### src/rtl/core/wiamd_pkg.sv
// ----------------------------------------------------------------------------
// wiamd_pkg
// Shared types and constants for the wide integer add/sub/mul/divmod unit.
// ----------------------------------------------------------------------------
package wiamd_pkg;

    // width of the payload fields on the ports
    localparam int FIELD_BITS   = 64;

    // operand width used by the arithmetic, at most FIELD_BITS
    localparam int OPERAND_BITS = 64;

    // iteration counter for multiply and divide
    localparam int CNT_BITS     = $clog2(OPERAND_BITS);

    // width of the shared adder: one guard bit over the operand
    localparam int ADD_BITS     = OPERAND_BITS + 1;

    typedef enum logic [1:0] {
        ACT_ADD = 2'd0,
        ACT_SUB = 2'd1,
        ACT_MUL = 2'd2,
        ACT_DIV = 2'd3
    } action_t;

endpackage

### src/rtl/core/wiamd_adder.sv
// ----------------------------------------------------------------------------
// wiamd_adder
// Shared adder of the unit, one guard bit wide over the operand, with carry
// in and carry out. Serves add, subtract, multiply steps and divide compares.
// ----------------------------------------------------------------------------
module wiamd_adder
    import wiamd_pkg::*;
(
    input  logic [ADD_BITS-1:0] x,
    input  logic [ADD_BITS-1:0] y,
    input  logic                cin,
    output logic [ADD_BITS-1:0] sum,
    output logic                cout
);

    // full-width add with carry out
    assign {cout, sum} = {1'b0, x} + {1'b0, y} + {{ADD_BITS{1'b0}}, cin};

endmodule

### config.mk
export PLATFORM = sky130hd
export DESIGN_NAME = wiamd_adder
export DESIGN_NICKNAME = d
export VERILOG_FILES = /design/src/rtl/core/wiamd_pkg.sv /design/src/rtl/core/wiamd_adder.sv
export SDC_FILE = /design/constraint.sdc
export NUM_CORES = 1
export LEC_CHECK = 0
export BUFFER_PORTS_ARGS = -buffer_cell sky130_fd_sc_hd__buf_2
export CAP_MARGIN = 10
export CORE_AREA = 5 5 94 131
export DETAILED_ROUTE_END_ITERATION = 10
export DIE_AREA = 0 0 99 136
export PLACE_DENSITY = 0.74
export SLEW_MARGIN = 15
export SYNTH_ARGS = -nofsm -noshare
export SYNTH_HDL_FRONTEND = slang
export SYNTH_SLANG_ARGS = --single-unit
### constraint.sdc
create_clock -name vclk -period 6.25
set_clock_uncertainty 0.05 [all_clocks]
set_input_delay 1.25 -clock vclk [all_inputs]
set_output_delay 1.25 -clock vclk [all_outputs]
set_load 0.1 [all_outputs]
# After elaboration in Yosys (flattened, before gate mapping)
# Cells that the tools add are included.
word_totals:
  register_bits: 0
  latch_bits: 0
  mem_bits_rw: 0
  rom_bits: 0
  in_bits: 131
  out_inout_bits: 66
  elab_cells: 2
  memories: 0
classes:
  n_addsub: 2
  n_mul: 0
  div: 0
  n_lt_le_gt_ge: 0
  eq_ne: 0
  shifts: 0
  muxes: 0
  bitwise: 0
  reduce_logical: 0
ops:
  columns: ["operator", "n"]
  rows:
  - ["$add 65x65->66", 1]
  - ["$add 66x1->66", 1]

# Longest topological paths before layout
# Gate-level depths: netlist of the first run.
depth:
  word_depth: 2
  depth_mapped: 12
  depth_no_buf: 12

# Worst setup path before layout of the first run
# Ideal clock, no wire load.
synth_path:
  path_type: "input-to-output"
  start: "input port y[0]"
  end: "output port sum[58]"
  t_arrival_ns: 5.646
  required_ns: 4.950
  path_slack_ns: -0.696
  cell_stages: 11
  n_path_buf: 0
  cell_sequence: "inv_1 -> fa_1 -> fa_1 -> nand2b_1 -> a21oi_1 -> o21ba_4 -> o31ai_2 -> o21bai_1 -> a31oi_1 -> o21a_1 -> a211oi_1"
synth_between:
  elab_chain_len: 2
synth_rtl:
  columns: ["element", "line_no", "rtl"]
  rows:
  - ["from (decl)", "wiamd_adder.sv:10", "input logic [ADD_BITS-1:0] y,"]
  - ["$add 65x65->66", "wiamd_adder.sv:17", "assign {cout, sum} = {1'b0, x} + {1'b0, y} + {{ADD_BITS{1'b0}}, cin};"]
  - ["$add 66x1->66", "wiamd_adder.sv:17", null]
  - ["to (decl)", "wiamd_adder.sv:12", "output logic [ADD_BITS-1:0] sum,"]
# No other way between the ends.

# Worst setup path in the final report of the first run
layout_path:
  start: "input port y[0]"
  end: "output port sum[64]"
# The elaborated chain is that of the path after synthesis.

==> results of run 1 <==
==> per-stage QoR <==
step / setup WS [ps] / TNS, ps
5_1_grt: 51.0 / 0
3_3_place_gp: 288 / 0
6_report: 290 / 0
3_5_place_dp: 224 / 0
2_1_floorplan: -43.8 / -43.8
4_1_cts: 220 / 0
==> power by group through the flow <==
stage	Combinational [mW]	Sequential, mW	Clock (mW)
floorplan	1.08	0	0
global placement	1.36	0	0
detailed placement	1.36	0	0
CTS	1.37	0	0
global route	1.43	0	0
finish	1.37	0	0
==> cell usage after synthesis, types with 7 or more instances <==
library cell,n
a21oi_1,77
ha_1,64
nand2_1,57
o21ai_0,37
nor2_1,36
xnor2_1,36
inv_1,27
a21o_1,25
xor2_1,22
a31oi_1,17
nand4_1,16
clkbuf_1,14
o21bai_1,13
nand3_1,11
o21a_1,9
nand2b_1,7
nor2b_1,7
o31ai_1,7
==> routing by layer <==
layer	global-route usage (%)	up-vias
met2	39.9	180
met1	19.1	2236
met5	0	-
li1	-	2479
met3	2.98	28
met4	4.10	0
==> cell families after synthesis <==
logic type	after synthesis
compound gates	233
xor+xnor	58
fa+ha+maj	66
buf+inv	48
simple gates	158
==> critical path, stage by stage <==
cell and delay [ps]:
buf_2 70, inv_1 50, fa_1 460, fa_1 410, nand2b_1 180, a21oi_1 210, o21ba_4 200, o31ai_2 100
o31a_1 370, o41ai_4 330, a31oi_1 250, o311ai_2 370, xor2_2 210, buf_12 200
==> final cells by class <==
class              count  area [sq um]  share of cell area [%]
repair buffers       201          1200                    23.0
multi-input cells    515          3720                    71.6
inverters             27           101                    1.95
well taps            144           180                    3.46
==> final timing paths <==
path	depth (start not counted)	slack (ps)	to	from
max	14	290	sum[64]	y[0]
min	4	2990	sum[64]	x[64]
==> repair_timing <==
action	CTS	global route
resized for setup	0	0
endpoints found under the setup margin	0	1
setup buffers	0	0
hold buffers	0	0
==> results.sh, run 1 <==
export IMPL_status="complete, no violations"
export IMPL_dieWidth_um=99
export IMPL_dp_cells=887
export IMPL_switching_share_pct=76.0
export IMPL_drtAntennaViolNets=0
export IMPL_port_buffers=197
export IMPL_stdcell_count=887
export IMPL_antenna_cells=0
export IMPL_drive_gt1_share_pct=30.0
export IMPL_ys_warn_count=0
export IMPL_ys_seq_area_share_pct=0
export IMPL_fin_util_pct=46.8
export IMPL_whs_ps=2990
export IMPL_via_per_inst=5.55
export IMPL_worst_endpoint_arrival_ps=4660
export IMPL_worstSetupStartpointType="input pin"
export IMPL_post_drt_wl_per_cell_um=15.7
export IMPL_rsz0062_at_grt="false"
export IMPL_post_route_period_util_pct=95.4
export IMPL_layout_area_seq_sq_um=0
export IMPL_min_delay_path_class="in -> out"
export IMPL_p_leak_nw=2.61
export IMPL_max_cap_viol_count=0
export IMPL_hold_viol_final=0
export IMPL_fp_row_count=46
export IMPL_synth_top_cell_area_share_pct=20.9
export IMPL_grt_pass1_vias=4918
export IMPL_slew_headroom_pct=56.0
export IMPL_clockPowerShare_pct=0
export IMPL_die_h_um=136
export IMPL_wl_met2_mm=7.67
export IMPL_hpwl_mm=12.4
export IMPL_wl_met3_mm=1.04
export IMPL_irDropWorstVdd_v=0.000153
export IMPL_end_kind="output pin"
export IMPL_drt_iter0_drc=159
export IMPL_syn_cell_area_sq_um=3830
export IMPL_synth_area_leaders="ha_1, a21oi_1, xnor2_1, nand2_1, xor2_1"
export IMPL_n_fill_cell=1156
export IMPL_routabilityCongestion=0.930
export IMPL_pin_count=197
export IMPL_post_synth_cell_area_avg_sq_um=6.81
export IMPL_min_period_ps=5960
export IMPL_p_sw_mw=1.04
export IMPL_grt_remaining_overflow=0
export IMPL_internal_power_uw=328
export IMPL_p_total_mw=1.37
export IMPL_syn2layout_area_growth_pct=35.7
export IMPL_fin_area_sq_um=5200
export IMPL_synth_top_cell_by_area="ha_1"
export IMPL_powerDensity_nw_per_um2=263
export IMPL_synth_nets=760
export IMPL_synth_area_mux_share_pct=0
export IMPL_num_nets_final=942
export IMPL_slew_violations=0
export IMPL_first_pass_iters=4
export IMPL_place_area_sq_um=5200
export IMPL_synth_xor_area_share_pct=13.3
export IMPL_synth_compound_area_share_pct=40.2
export IMPL_routed_wl_mm=13.9
export IMPL_synthAdderAreaFrac_pct=21.9
export IMPL_core_sq_um=11100
export IMPL_synth_top_family_by_area="compound AO/OA/AOI/OAI gates"
export IMPL_synthSimpleGateAreaFrac_pct=19.7
export IMPL_routed_top_layer="met4"
export IMPL_die_area_sq_um=13500
export IMPL_grt_pass1_wl_mm=22.0
export IMPL_combPwrFrac_pct=100.0
export IMPL_track_usage_pct=19.0
export IMPL_final_common_cell="buf_2"
export IMPL_nClkBuffers=0
export IMPL_fmax_ghz=0.168
export IMPL_start_util_pct=34.5
export IMPL_drc_errors=0
export IMPL_final_cell_mix="buf_2, a21oi_1, ha_1"
export IMPL_antenna_found_initial=0
export IMPL_power_frac_seq_pct=0
export IMPL_crit_type="in -> out"
export IMPL_cp_required_ps=4950
export IMPL_yosysUniqueCellTypes=55
export IMPL_seq_cell_count=0
export IMPL_via_count=4923
export IMPL_worst_pin_slew_ps=654
export IMPL_crit_fanout=4
export IMPL_met1Wirelength_mm=4.92
export IMPL_syn_inst=563
export IMPL_grt_max_degree=15
export IMPL_finalSetupViolCount=0
(Power assumes the default switching activity.)
==> run 2: changes to the inputs <==
Settings changed: CELL_PAD_IN_SITES_DETAIL_PLACEMENT from default to 1, CELL_PAD_IN_SITES_GLOBAL_PLACEMENT from default to 1, CORE_AREA 5 5 94 131 to 5 5 99 138, DIE_AREA 0 0 99 136 to 0 0 104 143, PLACE_DENSITY 0.74 to 0.92.
==> results.sh, run 2 (synthesized netlist as in run 1, its figures left out) <==
export IMPL_status="complete, no violations"
export IMPL_ctsHoldBuffers=0
export IMPL_final_common_cell="buf_2"
export IMPL_max_cap_viol_count=0
export IMPL_antenna_found_initial=0
export IMPL_slew_headroom_pct=59.8
export IMPL_final_cell_mix="buf_2, a21oi_1, ha_1"
export IMPL_routed_wl_mm=16.2
export IMPL_num_nets_final=945
export IMPL_end_kind="output pin"
export IMPL_hpwl_mm=14.5
export IMPL_whs_ps=3060
export IMPL_die_h_um=143
export IMPL_pin_count=197
export IMPL_slew_violations=0
export IMPL_first_pass_iters=4
export IMPL_powerDensity_nw_per_um2=265
export IMPL_whs_path_depth=4
export IMPL_place_area_sq_um=5200
export IMPL_dpl_worst_slack_ps=8.72
export IMPL_dieWidth_um=104
export IMPL_post_cts_buffers=0
export IMPL_grt_pass1_wl_mm=26.0
export IMPL_drc_errors=0
export IMPL_drive_gt1_share_pct=30.4
export IMPL_fin_ws_ps=168
export IMPL_core_sq_um=12300
export IMPL_track_usage_pct=20.3
export IMPL_via_per_inst=5.68
export IMPL_drt_iter0_drc=79
export IMPL_routabilityCongestion=0.939
export IMPL_cp_required_ps=4950
export IMPL_fp_row_count=48
export IMPL_fin_area_sq_um=5220
export IMPL_hold_viol_final=0
export IMPL_seq_cell_count=0
export IMPL_irDropWorstVdd_v=0.000254
export IMPL_fmax_ghz=0.164
export IMPL_via_count=5087
export IMPL_post_drt_wl_per_cell_um=18.1
export IMPL_worst_endpoint_arrival_ps=4780
export IMPL_grt_max_degree=15
export IMPL_rsz0062_at_grt="false"
export IMPL_min_period_ps=6080
export IMPL_antenna_cells=0
export IMPL_fin_util_pct=42.6
export IMPL_crit_fanout=3
export IMPL_finalSetupViolCount=0
export IMPL_layout_area_seq_sq_um=0
export IMPL_worstSetupStartpointType="input pin"
export IMPL_start_util_pct=31.3
export IMPL_p_leak_nw=2.62
export IMPL_syn2layout_area_growth_pct=36.1
export IMPL_post_route_period_util_pct=97.3
export IMPL_worst_pin_slew_ps=598
export IMPL_nClkBuffers=0
export IMPL_crit_type="in -> out"
export IMPL_grt_pass1_vias=5444
export IMPL_drtAntennaViolNets=0
export IMPL_die_area_sq_um=14900
export IMPL_min_delay_path_class="in -> out"
export IMPL_grt_remaining_overflow=0
export IMPL_port_buffers=197
## run 2: cell count changes in the layout (fill, tap and decap cells not counted)
cell | before | now
buf_2 | 185 | 187
a31oi_1 | 17 | 16
o311ai_4 | 0 | 1
a31oi_2 | 0 | 1
buf_4 | 4 | 7
buf_12 | 12 | 10
o311ai_2 | 1 | 0
## run 2: routing by layer
metal / share of wire (%) / up-vias / global-route usage [%]
li1: - / 2479 / -
met1: 35 / 2382 / 20.9
met2: 55 / 188 / 41.1
met3: 7.2 / 38 / 4.25
met4: 2.8 / 0 / 5.18
met5: 0 / - / 0
## run 2: report_power, final
part | internal (mW) | switching [mW]
clock network | 0 | 0
registers | 0 | 0
logic | 0.326 | 1.06
## run 2: area by class of cell
type | instances | area, sq um
Tap cell | 150 | 188
Timing Repair Buffer | 204 | 1190
Multi-Input combinational cell | 515 | 3740
Inverter | 27 | 101
Fill cell | 1657 | 7030
## run 2: final timing paths
kind | end | start | slack, ps
min | sum[54] | x[54] | 3060
max | sum[64] | y[0] | 170
## run 2: timing repair
item | in CTS | in global routing
hold endpoints to repair | 0 | 0
setup endpoints to repair | 0 | 2
resized for setup | 0 | 2
## run 2: metrics by stage
| step | power [mW] | std cells | setup TNS [ps] |
|---|---|---|---|
| after floorplan | 1.08 | 563 | -43.8 |
| after global placement | 1.36 | 896 | 0 |
| after detailed placement | 1.38 | 896 | 0 |
| after CTS | 1.38 | 896 | 0 |
| after global routing | 1.45 | 896 | 0 |
| final | 1.38 | 896 | 0 |
## run 2: critical path, stage by stage
cell	delay, ps
buf_2	70
inv_1	40
fa_1	450
fa_1	420
nand2b_1	190
a21oi_1	220
o21ba_4	210
o31ai_2	90
o31a_1	370
o41ai_4	410
a31oi_2	240
o311ai_4	340
xor2_2	250
buf_12	210
